===== src/rtl/srxf_pkg.sv =====
`timescale 1ns / 1ps
// ----------------------------------------------------------------------------
// srxf_pkg: shared types and constants
// Item operation codes, back-end action codes and queue status for the serial
// receive FIFO with idle-timeout flush.
// ----------------------------------------------------------------------------
package srxf_pkg;

    typedef enum logic [1:0] {
        OP_BYTE = 2'd0,
        OP_TICK = 2'd1,
        OP_POLL = 2'd2
    } op_t;

    typedef enum logic {
        ACT_WRITE = 1'b0,
        ACT_READ  = 1'b1
    } act_t;

    typedef struct packed {
        logic full;
        logic empty;
    } q_stat_t;

    localparam int QUEUE_DEPTH = 4;
    localparam int TIMER_W     = 16;
    localparam int TIMEOUT_W   = 8;
    localparam int BYTE_W      = 8;

endpackage


===== src/rtl/srxf_if.sv =====
`timescale 1ns / 1ps
// ----------------------------------------------------------------------------
// srxf_if: item channels
// Valid/ready channels for incoming items and outgoing flushed bytes.
// ----------------------------------------------------------------------------
interface srxf_in_if;
    logic       valid;
    logic       ready;
    logic [1:0] operation;
    logic [7:0] rx_byte;
    logic       device_configured;
    logic       endpoint_ready;
    logic       send_ok;

    modport source (output valid, operation, rx_byte, device_configured,
                    endpoint_ready, send_ok, input ready);
    modport sink   (input valid, operation, rx_byte, device_configured,
                    endpoint_ready, send_ok, output ready);
endinterface



===== src/rtl/srxf_front.sv =====
`timescale 1ns / 1ps
// ----------------------------------------------------------------------------
// srxf_front: item decode and FIFO bookkeeping
// Accepts one item a cycle unless the queue is full; keeps pointers, fill
// count, gap timer, timeout, flush run state; issues store writes and reads.
// ----------------------------------------------------------------------------
module srxf_front
    import srxf_pkg::*;
#(
    parameter int FIFO_DEPTH = 1024,
    parameter int ADDR_W     = $clog2(FIFO_DEPTH),
    parameter int CMD_W      = 1 + ADDR_W + BYTE_W + 1
)
(
    input  logic              clk,
    input  logic              rst_n,
    srxf_in_if.sink           in_ch,
    input  q_stat_t           q_stat,
    output logic              push,
    output logic [CMD_W-1:0]  push_cmd
);

    localparam int CNT_W = $clog2(FIFO_DEPTH + 1);
    localparam logic [CNT_W-1:0]  DEPTH_C = CNT_W'(FIFO_DEPTH);
    localparam logic [CNT_W-1:0]  HALF_C  = CNT_W'(FIFO_DEPTH / 2);
    localparam logic [ADDR_W-1:0] LAST_A  = ADDR_W'(FIFO_DEPTH - 1);

    logic [ADDR_W-1:0]    rd_ptr_reg, rd_ptr_next;
    logic [ADDR_W-1:0]    wr_ptr_reg, wr_ptr_next;
    logic [CNT_W-1:0]     fill_reg, fill_next;
    logic [TIMER_W-1:0]   gap_reg, gap_next;
    logic [TIMEOUT_W-1:0] timeout_reg, timeout_next;
    logic [CNT_W-1:0]     remain_reg, remain_next;
    logic                 accept;

    assign in_ch.ready = ~q_stat.full;
    assign accept      = in_ch.valid & in_ch.ready;

    always_comb
    begin
        logic [CNT_W-1:0] remain;
        logic             go;
        logic             due;
        rd_ptr_next  = rd_ptr_reg;
        wr_ptr_next  = wr_ptr_reg;
        fill_next    = fill_reg;
        gap_next     = gap_reg;
        timeout_next = timeout_reg;
        remain_next  = remain_reg;
        push         = 1'b0;
        push_cmd     = {ACT_WRITE, wr_ptr_reg, in_ch.rx_byte, 1'b0};
        remain       = remain_reg;
        go           = 1'b1;
        due          = ((fill_reg != '0) && (gap_reg >= TIMER_W'(timeout_reg)))
                       || (fill_reg > HALF_C);
        if (accept)
        begin
            case (op_t'(in_ch.operation))
                OP_BYTE:
                begin
                    if (in_ch.device_configured && (fill_reg != DEPTH_C))
                    begin
                        // Four times the gap, truncated to the timeout width.
                        if (fill_reg != '0)
                            timeout_next = {gap_reg[TIMEOUT_W-3:0], 2'b00};
                        gap_next    = '0;
                        push        = 1'b1;
                        wr_ptr_next = (wr_ptr_reg == LAST_A) ? '0 : wr_ptr_reg + 1'b1;
                        fill_next   = fill_reg + 1'b1;
                    end
                end
                OP_TICK:
                begin
                    gap_next = gap_reg + 1'b1;
                end
                OP_POLL:
                begin
                    if (remain_reg == '0)
                    begin
                        if (due && in_ch.endpoint_ready)
                            remain = fill_reg;
                        else
                            go = 1'b0;
                    end
                    if (go)
                    begin
                        if (!in_ch.send_ok || (fill_reg == '0))
                        begin
                            remain_next = '0;
                        end
                        else
                        begin
                            remain_next = remain - 1'b1;
                            push        = 1'b1;
                            push_cmd    = {ACT_READ, rd_ptr_reg, in_ch.rx_byte,
                                           (remain_next == '0)};
                            rd_ptr_next = (rd_ptr_reg == LAST_A) ? '0 : rd_ptr_reg + 1'b1;
                            fill_next   = fill_reg - 1'b1;
                        end
                    end
                end
                default:
                begin
                end
            endcase
        end
    end

    always_ff @(posedge clk or negedge rst_n)
    begin
        if (!rst_n)
        begin
            rd_ptr_reg  <= '0;
            wr_ptr_reg  <= '0;
            fill_reg    <= '0;
            gap_reg     <= '0;
            timeout_reg <= '0;
            remain_reg  <= '0;
        end
        else
        begin
            rd_ptr_reg  <= rd_ptr_next;
            wr_ptr_reg  <= wr_ptr_next;
            fill_reg    <= fill_next;
            gap_reg     <= gap_next;
            timeout_reg <= timeout_next;
            remain_reg  <= remain_next;
        end
    end

endmodule


===== src/flat_wrapper.sv =====
// flat-port wrapper written by rule: the top's interface ports become plain ports
module srxf_front_flat import srxf_pkg::*;
#(
    parameter int FIFO_DEPTH = 1024,
    parameter int ADDR_W     = $clog2(FIFO_DEPTH),
    parameter int CMD_W      = 1 + ADDR_W + BYTE_W + 1
)
  (clk, rst_n, q_stat, push, push_cmd, in_ch_valid, in_ch_operation, in_ch_rx_byte, in_ch_device_configured, in_ch_endpoint_ready, in_ch_send_ok, in_ch_ready);
  srxf_in_if in_ch_i ();
  input  logic clk;
  input  logic rst_n;
  input  q_stat_t q_stat;
  output logic push;
  output logic [CMD_W-1:0] push_cmd;
  input wire logic [$bits(in_ch_i.valid)-1:0] in_ch_valid;
  input wire logic [$bits(in_ch_i.operation)-1:0] in_ch_operation;
  input wire logic [$bits(in_ch_i.rx_byte)-1:0] in_ch_rx_byte;
  input wire logic [$bits(in_ch_i.device_configured)-1:0] in_ch_device_configured;
  input wire logic [$bits(in_ch_i.endpoint_ready)-1:0] in_ch_endpoint_ready;
  input wire logic [$bits(in_ch_i.send_ok)-1:0] in_ch_send_ok;
  output wire logic [$bits(in_ch_i.ready)-1:0] in_ch_ready;
  assign in_ch_i.valid = in_ch_valid;
  assign in_ch_i.operation = in_ch_operation;
  assign in_ch_i.rx_byte = in_ch_rx_byte;
  assign in_ch_i.device_configured = in_ch_device_configured;
  assign in_ch_i.endpoint_ready = in_ch_endpoint_ready;
  assign in_ch_i.send_ok = in_ch_send_ok;
  assign in_ch_ready = in_ch_i.ready;
  srxf_front #(.FIFO_DEPTH(FIFO_DEPTH), .ADDR_W(ADDR_W), .CMD_W(CMD_W)) u_core (.clk(clk), .rst_n(rst_n), .in_ch(in_ch_i), .q_stat(q_stat), .push(push), .push_cmd(push_cmd));
endmodule

===== config.mk =====
export PLATFORM = sky130hd
export DESIGN_NAME = srxf_front_flat
export DESIGN_NICKNAME = d
export VERILOG_FILES = /design/src/rtl/srxf_pkg.sv /design/src/rtl/srxf_if.sv /design/src/rtl/srxf_front.sv /design/src/flat_wrapper.sv
export SDC_FILE = /design/constraint.sdc
export NUM_CORES = 1
export LEC_CHECK = 0
export BUFFER_PORTS_ARGS = -buffer_cell sky130_fd_sc_hd__buf_4
export CAP_MARGIN = 20
export CORE_MARGIN = 8
export CORE_UTILIZATION = 35
export DETAILED_ROUTE_END_ITERATION = 7
export PLACE_DENSITY = 0.62
export SETUP_SLACK_MARGIN = 0.02
export SYNTH_ARGS = -nofsm -noshare
export SYNTH_HDL_FRONTEND = slang
export SYNTH_SLANG_ARGS = --single-unit

===== constraint.sdc =====
create_clock -name clk -period 4.3 [get_ports clk]
set_clock_uncertainty 0.15 [all_clocks]
set_input_delay 0.215 -clock clk [delete_from_list [all_inputs] [get_ports clk]]
set_output_delay 0.215 -clock clk [all_outputs]
set_load 0.01 [all_outputs]

==> results of run 1 <==
## synthesized netlist by cell type, types with 3 or more instances
master,instances
and4_1,3
nor2_1,29
a211oi_1,7
a22o_1,5
xnor2_1,14
xor2_1,13
nand4_1,10
o21ai_0,41
o31ai_1,8
or3_4,3
o41ai_1,3
and3_1,9
nand2b_1,3
a21oi_1,27
buf_4,8
buf_2,11
or3_1,14
clkbuf_1,6
nand3_1,18
o211ai_1,3
or2_2,6
nor4_1,6
nor3_1,5
nor2b_1,4
a21o_1,3
inv_1,27
ha_1,21
dfrtp_1,64
nand2_1,74
## final timing paths
check	from	endpoint	slack, ps	depth (start not counted)
min reg2reg	u_core.timeout_reg[4]	u_core.timeout_reg[4]	330	2
min	in_ch_operation[1]	u_core.gap_reg[0]	80	4
max reg2reg	u_core.timeout_reg[7]	u_core.remain_reg[6]	520	16
max in group asynchronous	rst_n	u_core.fill_reg[2]	3060	2
min in group asynchronous	rst_n	u_core.remain_reg[4]	380	2
max	u_core.timeout_reg[7]	push_cmd[0]	-140	17
## logic make-up (layout without fill, tap and decap cells)
group	Yosys count	after routing	share of synthesized area [%]
and+or+nand+nor	199	199	24.58
muxes	4	4	1.008
adders and majority gates	22	22	6.700
buffers and inverters	52	94	5.663
xor gates and xnor gates	27	27	5.603
DFF	64	64	37.95
AOI/OAI and AO/OA	120	120	18.50
## repair_timing
item | 4_1_cts | 5_1_grt
hold buffers | 2 | 0
buffers inserted | 0 | 0
resized for setup | 6 | 2
setup endpoints to repair | 1 | 1
endpoints found under the hold margin | 65 | 0
pin swaps | 10 | 4
## power breakdown
group	switching [uW]	leakage [uW]	internal [uW]	total (uW)
registers	158	0.000856	750	908
logic	786	0.00126	649	1440
clock network	275	0.000132	389	664
total	1220	0.00225	1790	3010
## per-layer routing
metal	wire length, um	GRT usage, %	up-vias
li1	-	-	1810
met1	4607	15.33	1750
met2	4622	21.42	57
met3	355	3.165	13
met4	161	4.034	0
met5	0	0	-
## per-stage QoR
| step | setup TNS, ps | instance area [um2] |
|---|---|---|
| 2_1_floorplan | 0 | 4237 |
| 3_3_place_gp | 0 | 4651 |
| 3_5_place_dp | 0 | 4651 |
| 4_1_cts | -206.7 | 4970 |
| 5_1_grt | -365.5 | 4976 |
| 6_report | -140.4 | 4976 |
## worst max-delay path, cell delays in order, from the launching register on
cell       delay [ps]
dfrtp_1           380
inv_2              70
ha_4              210
a211oi_2          180
nand3_1           150
a211oi_2          280
a21oi_2           130
a21oi_2           170
ha_2              200
or3b_4            380
or3_4             350
o41a_1            330
o211ai_2           70
o211ai_2          110
nor4_2            250
o2111ai_2         160
nor4_2            160
buf_4             160
## final cells by class
cell class | count | area, um2
clock inverter | 7 | 47.55
sequential | 64 | 1602
fill | 1154 | 6935
inverter | 27 | 101.3
tap | 147 | 183.9
multi-input combinational | 372 | 2429
timing repair buffer | 51 | 387.9
clock buffer | 9 | 225.2
==> flow_summary.json, run 1 <==
{
  "numPortBuffers": 22,
  "vias": 3630,
  "fin_util_pct": 41.78,
  "rows": 40,
  "clock_sinks": 64,
  "synthTopCellsByArea": "dfrtp_1 (38%), nand2_1 (6.6%), ha_1 (6.2%), o21ai_0 (4.9%), a21oi_1 (3.2%)",
  "slew_viol_final": 0,
  "wire_per_inst_um": 14.40,
  "status": "complete, but fails checks",
  "initial_utilization_pct": 35.43,
  "ys_seq_elements": 64,
  "whs_ps": 80.21,
  "antenna_found_initial": 0,
  "die_w_um": 125.8,
  "grt_pass1_vias": 3570,
  "yosysWarningCount": 0,
  "rsz0062_at_grt": "true",
  "synthArstFlopShare_pct": 100.0,
  "synth_edf_count": 0,
  "setup_viol": 1,
  "leakagePower_uw": 0.002251,
  "dp_cells": 659,
  "drive_above_1_share_pct": 19.06,
  "viasPerCell": 5.362,
  "hp-class": "input port to register",
  "relSlewSlack_pct": 44.04,
  "drcViolationCount": 0,
  "totalWireLength_um": 9747,
  "power.density_mw_per_mm2": 604.5,
  "worst_setup_path_start_kind": "register",
  "syn_inst": 488,
  "finalPower_uw": 3008,
  "dp_hpwl_um": 7051,
  "grt_usage_pct": 12.61,
  "insertion_delay_ps": 330,
  "path_class": "register to primary output",
  "yosysTopAreaCell": "dfrtp_1",
  "stdcell_count": 677,
  "fin_nets": 565,
  "gp_congestion": 0.8829,
  "diodes": 0,
  "overflow": 0,
  "vdd_drop_max_mv": 0.2369,
  "dr.first_iter.drc_count": 168,
  "syn_nets": 528,
  "cap_violations": 0,
  "cts_buffer_depth": 2,
  "drt-pass1-iter-count": 4,
  "layout_commonest_cell": "nand2_1",
  "dieArea_mm2": 0.01583,
  "core_area_mm2": 0.01191,
  "largest_register_ffs": 16,
  "post-route-min-period_ps": 4440,
  "cp.required_ps": 3930,
  "syn2layout_area_growth_pct": 17.91,
  "synth_ff_type": "dfrtp_1",
  "grt_pass1_wl_um": 16730,
  "cts-root-buf": "clkbuf_16",
  "grt_max_degree": 65,
  "cts_made_buffers": 9,
  "violations": "negative setup slack",
  "pin_count": 40,
  "ant_nets": 0,
  "fmax_mhz": 225.2,
  "cts.clk_slew.worst_paths_ps": 60,
  "arrival_ps": 4080,
  "hold_viol": 0,
  "setup_ws_ps": -140.4,
  "syn_area_mm2": 0.004220,
  "place_ws_ps": 122.4,
  "synth_cell_types": 60,
  "htreeDepth": 3,
  "post-route-period-util_pct": 103.3,
  "yosysSeqAreaShare_pct": 37.95,
  "fp.dieH_um": 125.8,
  "endpoint_kind": "primary output",
  "layout_common_cells": "nand2_1 (74), dfrtp_1 (64), buf_4 (49)",
  "synth_top_area_share_pct": 37.95,
  "cts_tree": "built",
  "synth_area_per_cell_um2": 8.648,
  "worst-slew-pin-transition_ps": 839.4,
  "crit_fanout": 4
}
Note: power is estimated with default switching activity, not from simulation.
==> run 2, diff against run 1 <==
--- a/config.mk
+++ b/config.mk
@@ -12,6 +12,7 @@
 export DETAILED_ROUTE_END_ITERATION = 7
 export PLACE_DENSITY = 0.62
 export SETUP_SLACK_MARGIN = 0.02
+export SKIP_CTS_REPAIR_TIMING = 1
 export SYNTH_ARGS = -nofsm -noshare
 export SYNTH_HDL_FRONTEND = slang
 export SYNTH_SLANG_ARGS = --single-unit
==> run 2 against run 1 <==
  * The run still ends with negative setup slack left
  * Count of clock-buffer cells in the layout unchanged
  * Non-clock buffer count down 1
  * Flip-flop and latch count unchanged
  * Largest power group unchanged
  * Highest routed layer unchanged
==> flow_summary.json, run 2 (synthesis results as in run 1) <==
{
  "status": "complete, but fails checks",
  "violations": "negative setup slack",
  "cp-startpoint": "u_core.timeout_reg[7]",
  "numPortBuffers": 22,
  "antenna_found_initial": 0,
  "slew_viol_final": 0,
  "rows": 40,
  "drcViolationCount": 0,
  "drt-pass1-iter-count": 4,
  "grt_pass1_vias": 3535,
  "r2r-end": "u_core.remain_reg[6]",
  "p_int_uw": 1787,
  "syn2layout_area_growth_pct": 17.28,
  "cap_violations": 0,
  "cts.clk_slew.worst_paths_ps": 60,
  "pin_count": 40,
  "setup_viol": 1,
  "cts_buffer_depth": 2,
  "dp_hpwl_um": 7051,
  "wire_per_inst_um": 14.37,
  "hold_viol": 0,
  "cts-root-buf": "clkbuf_16",
  "use_met1_pct": 15.25,
  "vdd_drop_max_mv": 0.2365,
  "busiest_layer": "met2",
  "switching_share_pct": 40.35,
  "initial_utilization_pct": 35.43,
  "whs_ps": 3.112,
  "grt_usage_pct": 12.50,
  "cts_tree": "built",
  "rsz0062_at_grt": "true",
  "layout_commonest_cell": "nand2_1",
  "finalPower_uw": 2996,
  "crit_fanout": 4,
  "worst_setup_path_start_kind": "register",
  "fin_nets": 564,
  "cp.required_ps": 3930,
  "relSlewSlack_pct": 44.08,
  "gp_congestion": 0.8829,
  "setup_ws_ps": -211.8,
  "r2r_slack_ps": 480,
  "power_frac_seq_pct": 30.3,
  "reg2reg_from": "u_core.timeout_reg[7]",
  "worst-slew-pin-transition_ps": 838.8,
  "vias": 3612,
  "clkPwrFrac_pct": 22.1,
  "insertion_delay_ps": 330,
  "clock_sinks": 64,
  "totalWireLength_um": 9711,
  "p_sw_uw": 1209,
  "dieArea_mm2": 0.01583,
  "core_area_mm2": 0.01191,
  "diodes": 0,
  "fp.dieH_um": 125.8,
  "arrival_ps": 4150,
  "htreeDepth": 3,
  "grt_pass1_wl_um": 16570,
  "fmax_mhz": 221.6,
  "post-route-period-util_pct": 104.9,
  "pwr-share-comb_pct": 47.6,
  "largest_register_ffs": 16,
  "grtUsageMet2_pct": 21.17,
  "layout_common_cells": "nand2_1 (74), dfrtp_1 (64), buf_4 (49)",
  "die_w_um": 125.8,
  "post-route-min-period_ps": 4512,
  "leakagePower_uw": 0.002251,
  "cts_made_buffers": 9,
  "grt_max_degree": 65,
  "multi_input_area_mm2": 0.002412,
  "met3_usage_pct": 3.122,
  "viasPerCell": 5.343,
  "dr.first_iter.drc_count": 171,
  "overflow": 0,
  "cp-endpoint": "push_cmd[0]",
  "drive_above_1_share_pct": 18.53,
  "fillers": 1161,
  "path_class": "register to primary output",
  "ant_nets": 0,
  "power.density_mw_per_mm2": 605.2,
  "regArea_mm2": 0.001602,
  "endpoint_kind": "primary output",
  "r2r_cells": 16,
  "hp-class": "input port to register"
}
## run 2: cell count changes in the layout (fill, tap and decap cells not counted), sizes merged
cell,previous run,this run
dlygate4sd3,2,1
## run 2: per-stage QoR
stage | setup slack, ps | instance area (um2) | std cells | setup TNS [ps] | utilization, %
2_1_floorplan | 43.09 | 4237 | 488 | 0 | -
3_3_place_gp | 127.1 | 4651 | 659 | 0 | 39.04
3_5_place_dp | 122.4 | 4651 | 659 | 0 | 39.04
4_1_cts | -246.8 | 4923 | 675 | -246.8 | 41.33
5_1_grt | -435.6 | 4950 | 676 | -435.6 | 41.55
6_report | -211.8 | 4950 | 676 | -211.8 | 41.55
## run 2: power groups by stage
stage               clock [uW]  combinational, uW  sequential [uW]
floorplan                    0               1010              887
global placement             0               1390              905
detailed placement           0               1400              914
CTS                        684               1410              905
global route               708               1600              934
finish                     662               1430              908
## run 2: worst min path at each step
stage,start,end,slack (ps),cells past startpoint
3_3_place_gp,rst_n,u_core.remain_reg[7],230,1
3_5_place_dp,rst_n,u_core.remain_reg[6],240,1
5_1_grt,in_ch_operation[0],u_core.gap_reg[0],10,3
6_report,in_ch_operation[0],u_core.gap_reg[0],3,3
4_1_cts,rst_n,u_core.remain_reg[4],-120,1
2_1_floorplan,rst_n,u_core.fill_reg[0],-230,0
## run 2: per-layer routing
| layer | share of wire [%] | vias up |
|---|---|---|
| li1 | - | 1809 |
| met1 | 47 | 1741 |
| met4 | 1.2 | 0 |
| met5 | 0 | - |
| met3 | 3.0 | 8 |
| met2 | 48 | 54 |
## run 2: critical path, cell delays in order, from the launching register on
cell       delay [ps]
dfrtp_1           340
inv_1              40
ha_1              340
a211oi_2          240
nand3_2           130
a211oi_2          220
a21oi_2           130
a21oi_2           170
ha_1              190
or3b_4            390
or3_4             350
o41a_1            330
o211ai_2           70
o211ai_2          120
nor4_2            250
o2111ai_1         170
nor4_2            170
buf_4             160
## run 2: area by class of cell
class                           instances  area share, %
Multi-Input combinational cell        372          48.74
Clock buffer                            9          4.550
Sequential cell                        64          32.36
Tap cell                              147          3.716
Timing Repair Buffer                   50          7.634
Clock inverter                          7         0.9606
Inverter                               27          2.048
