### config.mk
export PLATFORM = sky130hd
export DESIGN_NAME = srxf_queue
export DESIGN_NICKNAME = d
export VERILOG_FILES = /design/src/rtl/srxf_pkg.sv /design/src/rtl/srxf_queue.sv
export SDC_FILE = /design/constraint.sdc
export NUM_CORES = 1
export LEC_CHECK = 0
export ABC_AREA = 0
export BUFFER_PORTS_ARGS = -buffer_cell sky130_fd_sc_hd__buf_4
export CORE_UTILIZATION = 60
export CTS_BUF_LIST = sky130_fd_sc_hd__clkbuf_4
export DETAILED_ROUTE_END_ITERATION = 6
export PLACE_DENSITY_LB_ADDON = 0.08
export SETUP_SLACK_MARGIN = 0.1
export SKIP_LAST_GASP = 1
export SLEW_MARGIN = 20
export SYNTH_ARGS = -nofsm -noshare
export SYNTH_HDL_FRONTEND = slang
export SYNTH_SLANG_ARGS = --single-unit
export TNS_END_PERCENT = 100
### constraint.sdc
create_clock -name clk -period 4.28 [get_ports clk]
set_input_delay 0.856 -clock clk [delete_from_list [all_inputs] [get_ports clk]]
set_output_delay 0.856 -clock clk [all_outputs]
set_load 0.005 [all_outputs]
### src/rtl/srxf_pkg.sv
`timescale 1ns / 1ps
// ----------------------------------------------------------------------------
// srxf_pkg: shared types and constants
// Item operation codes, back-end action codes and queue status for the serial
// receive FIFO with idle-timeout flush.
// ----------------------------------------------------------------------------
package srxf_pkg;

    typedef enum logic [1:0] {
        OP_BYTE = 2'd0,
        OP_TICK = 2'd1,
        OP_POLL = 2'd2
    } op_t;

    typedef enum logic {
        ACT_WRITE = 1'b0,
        ACT_READ  = 1'b1
    } act_t;

    typedef struct packed {
        logic full;
        logic empty;
    } q_stat_t;

    localparam int QUEUE_DEPTH = 4;
    localparam int TIMER_W     = 16;
    localparam int TIMEOUT_W   = 8;
    localparam int BYTE_W      = 8;

endpackage

### src/rtl/srxf_queue.sv
`timescale 1ns / 1ps
// ----------------------------------------------------------------------------
// srxf_queue: command queue
// Short register queue that decouples the front end from the store and the
// output register.
// ----------------------------------------------------------------------------
module srxf_queue
    import srxf_pkg::*;
#(
    parameter int CMD_W = 20
)
(
    input  logic             clk,
    input  logic             rst_n,
    input  logic             push,
    input  logic [CMD_W-1:0] push_cmd,
    input  logic             pop,
    output logic [CMD_W-1:0] head_cmd,
    output q_stat_t          q_stat
);

    localparam int PTR_W = $clog2(QUEUE_DEPTH);
    localparam int CNT_W = $clog2(QUEUE_DEPTH + 1);

    logic [CMD_W-1:0] slot_reg [QUEUE_DEPTH];
    logic [PTR_W-1:0] wr_ptr_reg, wr_ptr_next;
    logic [PTR_W-1:0] rd_ptr_reg, rd_ptr_next;
    logic [CNT_W-1:0] count_reg, count_next;

    assign head_cmd     = slot_reg[rd_ptr_reg];
    assign q_stat.full  = (count_reg == CNT_W'(QUEUE_DEPTH));
    assign q_stat.empty = (count_reg == '0);

    always_comb
    begin
        wr_ptr_next = push ? wr_ptr_reg + 1'b1 : wr_ptr_reg;
        rd_ptr_next = pop ? rd_ptr_reg + 1'b1 : rd_ptr_reg;
        count_next  = count_reg + CNT_W'(push) - CNT_W'(pop);
    end

    always_ff @(posedge clk)
    begin
        if (push)
            slot_reg[wr_ptr_reg] <= push_cmd;
    end

    always_ff @(posedge clk or negedge rst_n)
    begin
        if (!rst_n)
        begin
            wr_ptr_reg <= '0;
            rd_ptr_reg <= '0;
            count_reg  <= '0;
        end
        else
        begin
            wr_ptr_reg <= wr_ptr_next;
            rd_ptr_reg <= rd_ptr_next;
            count_reg  <= count_next;
        end
    end

endmodule

==> results of run 1 <==
-- metal layers --
layer | share of wire | wire (um) | up-vias | track usage
li1 | - | - | 672 | -
met1 | 0.39 | 2000 | 757 | 0.242
met2 | 0.53 | 2710 | 44 | 0.331
met3 | 0.056 | 283 | 8 | 0.0446
met4 | 0.014 | 70 | 0 | 0.112
met5 | 0 | 0 | - | 0
-- power breakdown --
| part | total, mW | internal [mW] | leakage, nW | switching [mW] |
|---|---|---|---|---|
| clock | 0.389 | 0.152 | 0.0722 | 0.237 |
| combinational | 0.715 | 0.418 | 0.481 | 0.297 |
| sequential | 1.23 | 1.12 | 0.817 | 0.109 |
| total | 2.34 | 1.69 | 1.37 | 0.644 |
-- worst max-delay path, cell delays in order, from the launching register on --
cell and delay, ns:
sky130_fd_sc_hd__dfrtp_1 0.61, sky130_fd_sc_hd__buf_4 0.39, sky130_fd_sc_hd__mux4_1 0.59, sky130_fd_sc_hd__buf_4 0.15
-- kinds of logic (layout without fill, tap and decap cells) --
group | count (synthesis) | in the layout | share of synthesized area
compound gates | 1 | 1 | 0.00153
flops | 87 | 87 | 0.786
buf+inv | 10 | 68 | 0.0168
fa+ha+maj | 7 | 7 | 0.0290
mux | 20 | 20 | 0.140
simple gates | 8 | 8 | 0.0134
xor+xnor | 5 | 5 | 0.0134
-- area by class of cell --
class	count	area, um2	share of cell area
Clock buffer	14	105	0.0277
Sequential cell	87	2580	0.679
Timing Repair Buffer	46	345	0.0910
Tap cell	70	87.6	0.0231
Inverter	6	22.5	0.00594
Multi-Input combinational cell	41	646	0.170
Clock inverter	2	10.0	0.00264
-- worst min path at each step --
stage               cells after the start                        end                 startpoint  slack, ns
floorplan                               1  wr_ptr_reg[0]$_DFFE_PN0P_  wr_ptr_reg[0]$_DFFE_PN0P_       0.49
global route                            1     count_reg[2]$_DFF_PN0_                      rst_n       0.21
global placement                        1  wr_ptr_reg[0]$_DFFE_PN0P_  wr_ptr_reg[0]$_DFFE_PN0P_       0.51
CTS                                     1     count_reg[1]$_DFF_PN0_                      rst_n       0.21
finish                                  1  rd_ptr_reg[0]$_DFFE_PN0P_                      rst_n       0.25
detailed placement                      1  wr_ptr_reg[0]$_DFFE_PN0P_  wr_ptr_reg[0]$_DFFE_PN0P_       0.53
-- layout by cell type (no fill, tap or decap) --
cell type	netlist	final
sky130_fd_sc_hd__xor2_1	3	3
sky130_fd_sc_hd__fa_1	1	1
sky130_fd_sc_hd__dfrtp_1	7	7
sky130_fd_sc_hd__and2_1	4	4
sky130_fd_sc_hd__clkbuf_4	0	14
sky130_fd_sc_hd__o21ai_0	1	1
sky130_fd_sc_hd__edfxtp_1	80	80
sky130_fd_sc_hd__xnor2_1	2	2
sky130_fd_sc_hd__nand2_1	2	2
sky130_fd_sc_hd__and3_1	1	1
sky130_fd_sc_hd__mux4_2	18	18
sky130_fd_sc_hd__inv_1	6	6
sky130_fd_sc_hd__clkinv_2	0	2
sky130_fd_sc_hd__buf_4	0	46
sky130_fd_sc_hd__ha_1	6	6
sky130_fd_sc_hd__mux4_1	2	2
sky130_fd_sc_hd__nor3_1	1	1
-- through the flow --
step	power, mW	hold WS [ns]	utilization	cell area (um2)
floorplan	1.65	0.491	-	3280
CTS	2.37	0.212	0.733	3790
detailed placement	1.98	0.534	0.711	3680
finish	2.34	0.245	0.733	3790
global placement	1.94	0.506	0.711	3680
global route	2.47	0.213	0.733	3790
==> parameters.txt, run 1 <==
Parameter                              Value

Synth
  Proportion of synthesized flip-flops having asynchronous set or reset    0.0805
  Cell area after synthesis    approximately 3300 um2
  Share of the yosys chip area belonging to registers    0.786
  Yosys warning total    0
  Flip-flop and latch count after synthesis    87
  Post-synth top area cell    sky130_fd_sc_hd__edfxtp_1
  EDFF count, synth    80
  Most frequent cell after synthesis    sky130_fd_sc_hd__edfxtp_1
  Top flip-flop cell by instance count after synthesis    sky130_fd_sc_hd__edfxtp_1
  Post-synthesis cell count    138
  Per-instance average area after synthesis    23.8 um2
  Number of distinct library cells after synthesis    16
  Nets in the synthesized netlist    169
  Yosys top cell area share    0.733
  Largest cells by area after synthesis    sky130_fd_sc_hd__edfxtp_1, sky130_fd_sc_hd__mux4_2, sky130_fd_sc_hd__dfrtp_1
  Synth top cells by count    sky130_fd_sc_hd__edfxtp_1, sky130_fd_sc_hd__mux4_2, sky130_fd_sc_hd__dfrtp_1

Clock tree
  Clock-pin slew on the worst setup and hold paths    0.11 ns
  CTS sink count    a little under 90
  Number of levels in the clock H-tree    3
  Post-CTS Resized    0
  Buffer levels on the longest clock path    2
  Count of buffers added by post-CTS timing repair for setup    0
  Cts bufs inserted    9
  Cts-stage hold buffer count    0
  Clock Tree Root    sky130_fd_sc_hd__clkbuf_4
  Source-to-sink clock delay at the later pin of the worst-skew pair    about 0.4 ns
  TritonCTS clock tree    done

Timing
  Worst rel slew slack    0.299
  Setup WS post-layout    1.29 ns
  Fin Clk Skew    about 0.01 ns
  Final worst path period need    ~3 ns
  Pins Over Slew Limit    0
  TNS Setup    0 ns
  RSZ-0062 raised after global routing    no
  Final worst path period share    0.698
  Transition time at the pin with the least slew margin    1.05 ns
  Max Freq    about 330 MHz
  Final hold viol count    0
  # setup viols final    0

Critical path
  Worst endpoint data arrival time    2.13 ns
  CP Capture Type    output pin
  Required time of the critical path    3.42 ns
  Reg-to-Reg Start    wr_ptr_reg[0]$_DFFE_PN0P_
  Setup Crit Path Kind    flop to output pin
  Internal reg-to-reg setup slack    between 2 and 2.5 ns
  Kind of launch point of the worst setup path    flop
  Critical path capture point    head_cmd[19]
  Endpoint of the worst register-to-register path    slot_reg[0][2]$_DFFE_PP_
  Critical Path Start    rd_ptr_reg[0]$_DFFE_PN0P_
  Max FO, Critical Path    15
  Logic depth of the worst register-to-register path    3

Global routing
  Number of antenna violations at the first check in global routing    0
  Vias in the first global route    between 1.5k and 2k
  Wire length of the first global-routing pass    8110 um
  Tot GR Track Use    0.198
  GR Overflow Total    0
  Largest net degree at the start of global routing    22

Layout
  Layout cells sized above 1    0.408
  Number of diodes added for antenna fixing    0
  Nets    between 200 and 250
  Non-Filler Instances    266
  Relative area change from synthesis to final layout    15.7%
  Filler instances    ~310
  Flip-flop count of the largest register after layout    80

Placed design
  Routability congestion estimate from global placement    0.663
  Estimated wirelength of the detail-placed design    3160 um
  Setup WS pre-CTS    1.69 ns
  Number of instances in the placed design    250
  IO buf count    45

Detailed routing
  Detail Route Antenna Nets    0
  Initial drt markers    around 110
  Count of vias placed by the detailed router    roughly 1.5k
  Post-detailed-route DRC marker count    0
  Detailed-routing iteration count for the pre-antenna-repair pass    4
  Per-cell via count in the routed design    around 5.6
  Routed length per instance    approximately 19 um
  Total wirelength of the detailed-routed design    slightly above 5000 um

Floorplan
  Standard-cell rows    26
  Core box area    a little over 5000 um2
  IO Count    46
  Vert. Die Dim    around 76 um
  Area of the die    a little under 6000 um2
  Starting utilization of the core area    0.634
  Die width    75.9 um

Job
  Number of max-cap violations    0

Outcome
  Outcome    finished clean

Pwr
  Total power divided by cell area    approximately 600 nW/um2
  Peak VDD IR    0.324 mV
  Leakage    approximately 1.4 nW

Hold path
  Type of the worst min-delay path    input port to asynchronous set/reset pin
Note: power is estimated with default switching activity, not from simulation.
==> run 2: changes to the inputs <==
Settings changed: CORE_UTILIZATION 60 to 59.
Clock period 4.28 ns to 3.12 ns, I/O delays scaled along.
==> run 2 against run 1 <==
Against the previous run:
- critical path depth shrank 1
- sequential share of layout area down 1.9 points
- register-to-register slack lost 0.83 ns
- worst setup slack lost 0.75 ns
- via count fell by 0.34%
- combinational power is 43% higher
- global-route usage is 1.2 points higher
- first-iteration DRC count fell by 8.3%
- clock skew up 0.012 ns
- critical path type unchanged
- largest cell class unchanged
- largest power group unchanged
==> parameters.txt, run 2 (synthesized netlist as in run 1, its figures left out) <==
Parameter                              Value

Outcome
  Outcome    finished clean

Floorplan
  IO Count    46 (unchanged)
  Area of the die    5860 um2 (+1.7%)
  Core box area    5240 um2 (+1.3%)
  Die width    76.5 um (+0.82%)
  Vert. Die Dim    76.5 um (+0.82%)
  Standard-cell rows    26 (unchanged)
  Starting utilization of the core area    0.626 (-0.00787)

Timing
  Worst rel slew slack    0.384 (+0.0845)
  Final hold viol count    0 (unchanged)
  Max Freq    roughly 390 MHz
  Worst hold margin    0.399 ns (+0.154 ns)
  Transition time at the pin with the least slew margin    0.924 ns (-0.127 ns)
  TNS Setup    0 ns (unchanged)
  Final worst path period need    around 2.6 ns
  Pins Over Slew Limit    0 (unchanged)
  Fin Clk Skew    0.0220 ns (+0.0121 ns)
  RSZ-0062 raised after global routing    no
  # setup viols final    0 (unchanged)
  Final worst path period share    0.826

Global routing
  Largest net degree at the start of global routing    22 (unchanged)
  Number of antenna violations at the first check in global routing    0 (unchanged)
  Vias in the first global route    1650 (+1.8%)
  GR Overflow Total    0 (unchanged)
  Tot GR Track Use    0.210 (+0.0116)
  Wire length of the first global-routing pass    8580 um (+5.7%)

Clock tree
  Post-CTS Resized    0 (unchanged)
  TritonCTS clock tree    done
  Clock-pin slew on the worst setup and hold paths    0.14 ns (+0.03 ns)
  Cts-stage hold buffer count    1 (+1)
  Count of buffers added by post-CTS timing repair for setup    0 (unchanged)
  Clock Tree Root    sky130_fd_sc_hd__clkbuf_4
  Number of levels in the clock H-tree    3 (unchanged)
  Source-to-sink clock delay at the later pin of the worst-skew pair    0.41 ns (about the same)
  Buffer levels on the longest clock path    2 (unchanged)
  Cts bufs inserted    9 (unchanged)
  CTS sink count    87 (unchanged)

Pwr
  Peak VDD IR    0.536 mV (+65%)
  Switching Power    918 uW (+43%)
  Sequential cell fraction of total power    0.484 (-0.044)
  Switching power as a share of total power    0.266 (-0.00935)
  Clock share of power    0.219 (+0.053)
  Leakage    1.42 nW (+3.9%)
  Total power divided by cell area    884 nW/um2 (+43%)
  Relative contribution of combinational cells to total power    0.297 (-0.009)
  Cell-internal power    2.53 mW (+50%)

Layout
  Layout cells sized above 1    0.411 (+0.00273)
  Top library cells by usage in the layout, fill and taps aside    sky130_fd_sc_hd__edfxtp_1, sky130_fd_sc_hd__buf_4, sky130_fd_sc_hd__mux4_2
  Leading cell type in the layout, fill and taps excluded    sky130_fd_sc_hd__edfxtp_1
  Number of diodes added for antenna fixing    0 (unchanged)
  Nets    228 (+2.7%)
  Filler instances    291 (-5.2%)
  Relative area change from synthesis to final layout    19.1%
  Flip-flop count of the largest register after layout    80 (unchanged)
  Final core occ    0.746 (+0.0122)

Detailed routing
  Detailed-routing iteration count for the pre-antenna-repair pass    4 (unchanged)
  Post-detailed-route DRC marker count    0 (unchanged)
  Count of vias placed by the detailed router    1476 (-0.34%)
  Total wirelength of the detailed-routed design    5400 um (+6.8%)
  Initial drt markers    99 (-8.3%)
  Detail Route Antenna Nets    0 (unchanged)
  Per-cell via count in the routed design    5.43 (-2.5%)
  Routed length per instance    19.9 um (+4.4%)

Critical path
  Required time of the critical path    2.50 ns (-0.92 ns)
  Cell type of the slowest stage on the worst timing path    sky130_fd_sc_hd__dfrtp_1
  Max FO, Critical Path    21 (+6)
  Ordered cell list for the critical path    mux4_2 > buf_4
  Crit-path max cell delay    0.97 ns (+0.36 ns)
  CP Capture Type    output pin
  Worst endpoint data arrival time    1.95 ns (-0.18 ns)
  Setup Crit Path Kind    flop to output pin
  Kind of launch point of the worst setup path    flop

Hold path
  Type of the worst min-delay path    input port to flop

Job
  Number of max-cap violations    0 (unchanged)

Placed design
  Routability congestion estimate from global placement    0.686 (+3.5%)
  Estimated wirelength of the detail-placed design    3520 um (+11%)
  IO buf count    45 (unchanged)
-- run 2: routing by layer --
layer / GRT usage / up-vias / share of wire
met2: 0.350 / 49 / 0.56
met4: 0.113 / 0 / 0.018
met3: 0.0587 / 6 / 0.048
met1: 0.249 / 743 / 0.37
li1: - / 678 / -
met5: 0 / - / 0
-- run 2: per-stage QoR --
stage | worst slack [ns] | total power, mW | cell area [um2] | instances
floorplan | 1.39 | 2.27 | 3280 | 138
global placement | 0.957 | 2.69 | 3720 | 255
detailed placement | 0.961 | 2.74 | 3720 | 255
CTS | 0.500 | 3.49 | 3910 | 272
global route | 0.396 | 3.63 | 3910 | 272
finish | 0.542 | 3.45 | 3910 | 272
-- run 2: area by class of cell --
type / count / area, um2 / share of cell area
multi-input combinational: 41 / 646 / 0.165
sequential: 87 / 2580 / 0.660
inverter: 6 / 22.5 / 0.00577
clock inverter: 7 / 111 / 0.0285
tap: 70 / 87.6 / 0.0224
clock buffer: 9 / 67.6 / 0.0173
timing repair buffer: 52 / 393 / 0.101
-- run 2: critical path: cells and delay by family, from the launching register on --
family	cells	cell delay, ns
buffers and inverters	1	0.15
multiplexers	1	0.43
flip-flops	1	0.97
-- run 2: worst paths after layout --
path | start | to | slack [ns] | cells after the start
worst max-delay path | rd_ptr_reg[1]$_DFFE_PN0P_ | head_cmd[3] | 0.54 | 2
worst min register to register | wr_ptr_reg[0]$_DFFE_PN0P_ | wr_ptr_reg[0]$_DFFE_PN0P_ | 0.55 | 1
worst min-delay path | push_cmd[11] | slot_reg[0][11]$_DFFE_PP_ | 0.40 | 1
worst max register to register | wr_ptr_reg[0]$_DFFE_PN0P_ | slot_reg[2][15]$_DFFE_PP_ | 1.51 | 4
max in group asynchronous | rst_n | wr_ptr_reg[1]$_DFFE_PN0P_ | 2.44 | 2
min in group asynchronous | rst_n | count_reg[2]$_DFF_PN0_ | 0.54 | 2
-- run 2: power groups by stage --
stage | clock (mW) | sequential, mW | combinational (mW)
2_1_floorplan | 0 | 1.62 | 0.646
3_5_place_dp | 0 | 1.70 | 1.04
6_report | 0.756 | 1.67 | 1.02
4_1_cts | 0.768 | 1.68 | 1.05
3_3_place_gp | 0 | 1.67 | 1.01
5_1_grt | 0.816 | 1.70 | 1.12
==> run 3: changes to the inputs <==
Clock period 3.12 ns to 2.65 ns, I/O delays scaled along.
==> run 3 against run 2 <==
Against the previous run:
- global-route usage is 0.56 points lower
- critical endpoint is now head_cmd[19]
- power is 12% higher
- critical path type unchanged
- cell count is 0.37% higher
- cell area is 0.99% lower
- largest power group unchanged
- core utilization is 0.74 points lower
- clock skew is 0.014 ns lower
- sequential cell count stayed put
- first-iteration DRC count is 22% higher
- die area stayed put
- routed wire length is 3.2% lower
==> parameters.txt, run 3 (synthesized netlist as in run 1, its figures left out) <==
Parameter                              Value

Detailed routing
  Routed length per instance    19.2 um (-3.5%)
  Post-detailed-route DRC marker count    0 (unchanged)
  Detailed-routing iteration count for the pre-antenna-repair pass    4 (unchanged)
  Per-cell via count in the routed design    5.54 (+2.1%)
  Detail Route Antenna Nets    0 (unchanged)
  Total wirelength of the detailed-routed design    5230 um (-3.2%)
  Initial drt markers    121 (+22%)
  Count of vias placed by the detailed router    1512 (+2.4%)

Floorplan
  Die width    76.5 um (unchanged)
  Area of the die    5860 um2 (unchanged)
  Vert. Die Dim    76.5 um (unchanged)
  Starting utilization of the core area    0.626 (unchanged)
  Standard-cell rows    26 (unchanged)
  Core box area    5240 um2 (unchanged)
  IO Count    46 (unchanged)

Timing
  Final worst path period share    0.861
  Pins Over Slew Limit    0 (unchanged)
  Worst hold margin    0.319 ns (-0.0800 ns)
  TNS Setup    0 ns (unchanged)
  Final hold viol count    0 (unchanged)
  Fin Clk Skew    0.00773 ns (-0.0143 ns)
  # setup viols final    0 (unchanged)
  Max Freq    around 440 MHz
  RSZ-0062 raised after global routing    no
  Final worst path period need    about 2.3 ns
  Transition time at the pin with the least slew margin    0.460 ns (-0.464 ns)
  Worst rel slew slack    0.693 (+0.309)

Layout
  Nets    229 (+0.44%)
  Filler instances    334 (+15%)
  Layout cells sized above 1    0.424 (+0.0128)
  Relative area change from synthesis to final layout    17.9%
  Multi-input gate area in the final layout    646 um2 (unchanged)
  Post-route design area    3870 um2 (-0.99%)
  Flip-flop count of the largest register after layout    80 (unchanged)
  Top library cells by usage in the layout, fill and taps aside    sky130_fd_sc_hd__edfxtp_1, sky130_fd_sc_hd__buf_4, sky130_fd_sc_hd__mux4_2
  Number of diodes added for antenna fixing    0 (unchanged)
  Leading cell type in the layout, fill and taps excluded    sky130_fd_sc_hd__edfxtp_1
  Combined flip-flop and latch cell area    2580 um2 (about the same)

Critical path
  CP Capture Type    output pin
  Setup Crit Path Kind    flop to output pin
  Endpoint of the worst register-to-register path    slot_reg[1][10]$_DFFE_PP_
  Critical path capture point    head_cmd[19]
  Max FO, Critical Path    11 (-48%)
  Worst endpoint data arrival time    1.75 ns (-0.20 ns)
  Reg-to-Reg Start    wr_ptr_reg[1]$_DFFE_PN0P_
  Required time of the critical path    2.12 ns (-0.38 ns)
  Kind of launch point of the worst setup path    flop
  Internal reg-to-reg setup slack    0.96 ns (-0.55 ns)
  Logic depth of the worst register-to-register path    4 (unchanged)
  Critical Path Start    rd_ptr_reg[0]$_DFFE_PN0P_

Clock tree
  Cts bufs inserted    9 (unchanged)
  Number of levels in the clock H-tree    3 (unchanged)
  TritonCTS clock tree    done
  Buffer levels on the longest clock path    2 (unchanged)
  Clock Tree Root    sky130_fd_sc_hd__clkbuf_4
  Clock-pin slew on the worst setup and hold paths    0.12 ns (-0.02 ns)
  Count of buffers added by post-CTS timing repair for setup    0 (unchanged)
  Source-to-sink clock delay at the later pin of the worst-skew pair    0.40 ns (about the same)
  CTS sink count    87 (unchanged)

Pwr
  Relative contribution of combinational cells to total power    0.319 (+0.022)
  Peak VDD IR    0.706 mV (+32%)
  Cell-internal power    2.82 mW (+11%)
  Final total power    3.88 mW (+12%)
  Switching Power    1.06 mW (+15%)
  Sequential cell fraction of total power    0.501 (+0.017)
  Switching power as a share of total power    0.273 (+0.00647)
  Leakage    1.41 nW (-0.92%)
  Clock share of power    0.180 (-0.039)
  Total power divided by cell area    1000 nW/um2 (+13%)

Job
  Number of max-cap violations    0 (unchanged)

Outcome
  Outcome    finished clean

Placed design
  Routability congestion estimate from global placement    0.668 (-2.7%)
  IO buf count    45 (unchanged)
  Estimated wirelength of the detail-placed design    3490 um (-0.99%)
  Placed instance area    3720 um2 (+0.20%)

Global routing
  Vias in the first global route    1670 (+1.2%)
  Largest net degree at the start of global routing    21 (-4.5%)
  GR Overflow Total    0 (unchanged)
  Number of antenna violations at the first check in global routing    0 (unchanged)
  Wire length of the first global-routing pass    8600 um (+0.24%)
  Tot GR Track Use    0.204 (-0.00556)

Hold path
  Number of cells on the worst hold path    1 (unchanged)
  Type of the worst min-delay path    input port to flop
==> run 3: changes by cell type in the layout (fill, tap and decap cells not counted), sizes merged <==
cell,previous run,this run
bufinv,3,1
clkbuf,9,11
buf,51,52
==> run 3: timing repair <==
item | 4_1_cts | 5_1_grt
setup endpoints to repair | 0 | 1
endpoints found under the hold margin | 7 | 0
resized for setup | 0 | 1
hold buffers | 1 | 0
==> run 3: worst min-delay path by stage <==
stage	start	endpoint	slack, ns
floorplan	rst_n	count_reg[0]$_DFF_PN0_	0.23
global placement	rst_n	wr_ptr_reg[1]$_DFFE_PN0P_	0.35
detailed placement	rst_n	count_reg[2]$_DFF_PN0_	0.35
CTS	push_cmd[11]	slot_reg[3][11]$_DFFE_PP_	0.29
global route	push_cmd[14]	slot_reg[0][14]$_DFFE_PP_	0.28
finish	push_cmd[7]	slot_reg[1][7]$_DFFE_PP_	0.32
==> run 3: per-stage QoR <==
stage                     utilization  instances  setup slack [ns]
after global routing            0.738        273             0.258
after detailed placement        0.711        256             0.626
after global placement          0.711        256             0.676
final                           0.738        273             0.368
after CTS                       0.738        273             0.157
after floorplan                     -        138              1.01
==> run 3: cell type report <==
cell class / count / area share
Timing Repair Buffer: 53 / 0.104
Clock inverter: 5 / 0.0126
Inverter: 6 / 0.00583
Tap cell: 70 / 0.0227
Multi-Input combinational cell: 41 / 0.167
Sequential cell: 87 / 0.667
Clock buffer: 11 / 0.0214
==> run 3: metal layers <==
metal	GRT usage	up-vias	wire (um)
met1	0.269	778	2290
met4	0.110	0	94
li1	-	683	-
met3	0.0383	9	159
met5	0	-	0
met2	0.328	42	2690
==> run 3: critical path, stage by stage, from the launching register on <==
cell                      delay [ns]
sky130_fd_sc_hd__dfrtp_1        0.37
sky130_fd_sc_hd__buf_4          0.24
sky130_fd_sc_hd__mux4_1         0.60
sky130_fd_sc_hd__buf_4          0.16
==> run 3: power by group through the flow <==
stage | sequential, mW | clock [mW] | combinational (mW)
6_report | 1.94 | 0.698 | 1.24
5_1_grt | 1.97 | 0.775 | 1.34
4_1_cts | 1.94 | 0.716 | 1.27
3_5_place_dp | 1.97 | 0 | 1.27
3_3_place_gp | 1.94 | 0 | 1.23
2_1_floorplan | 1.91 | 0 | 0.761
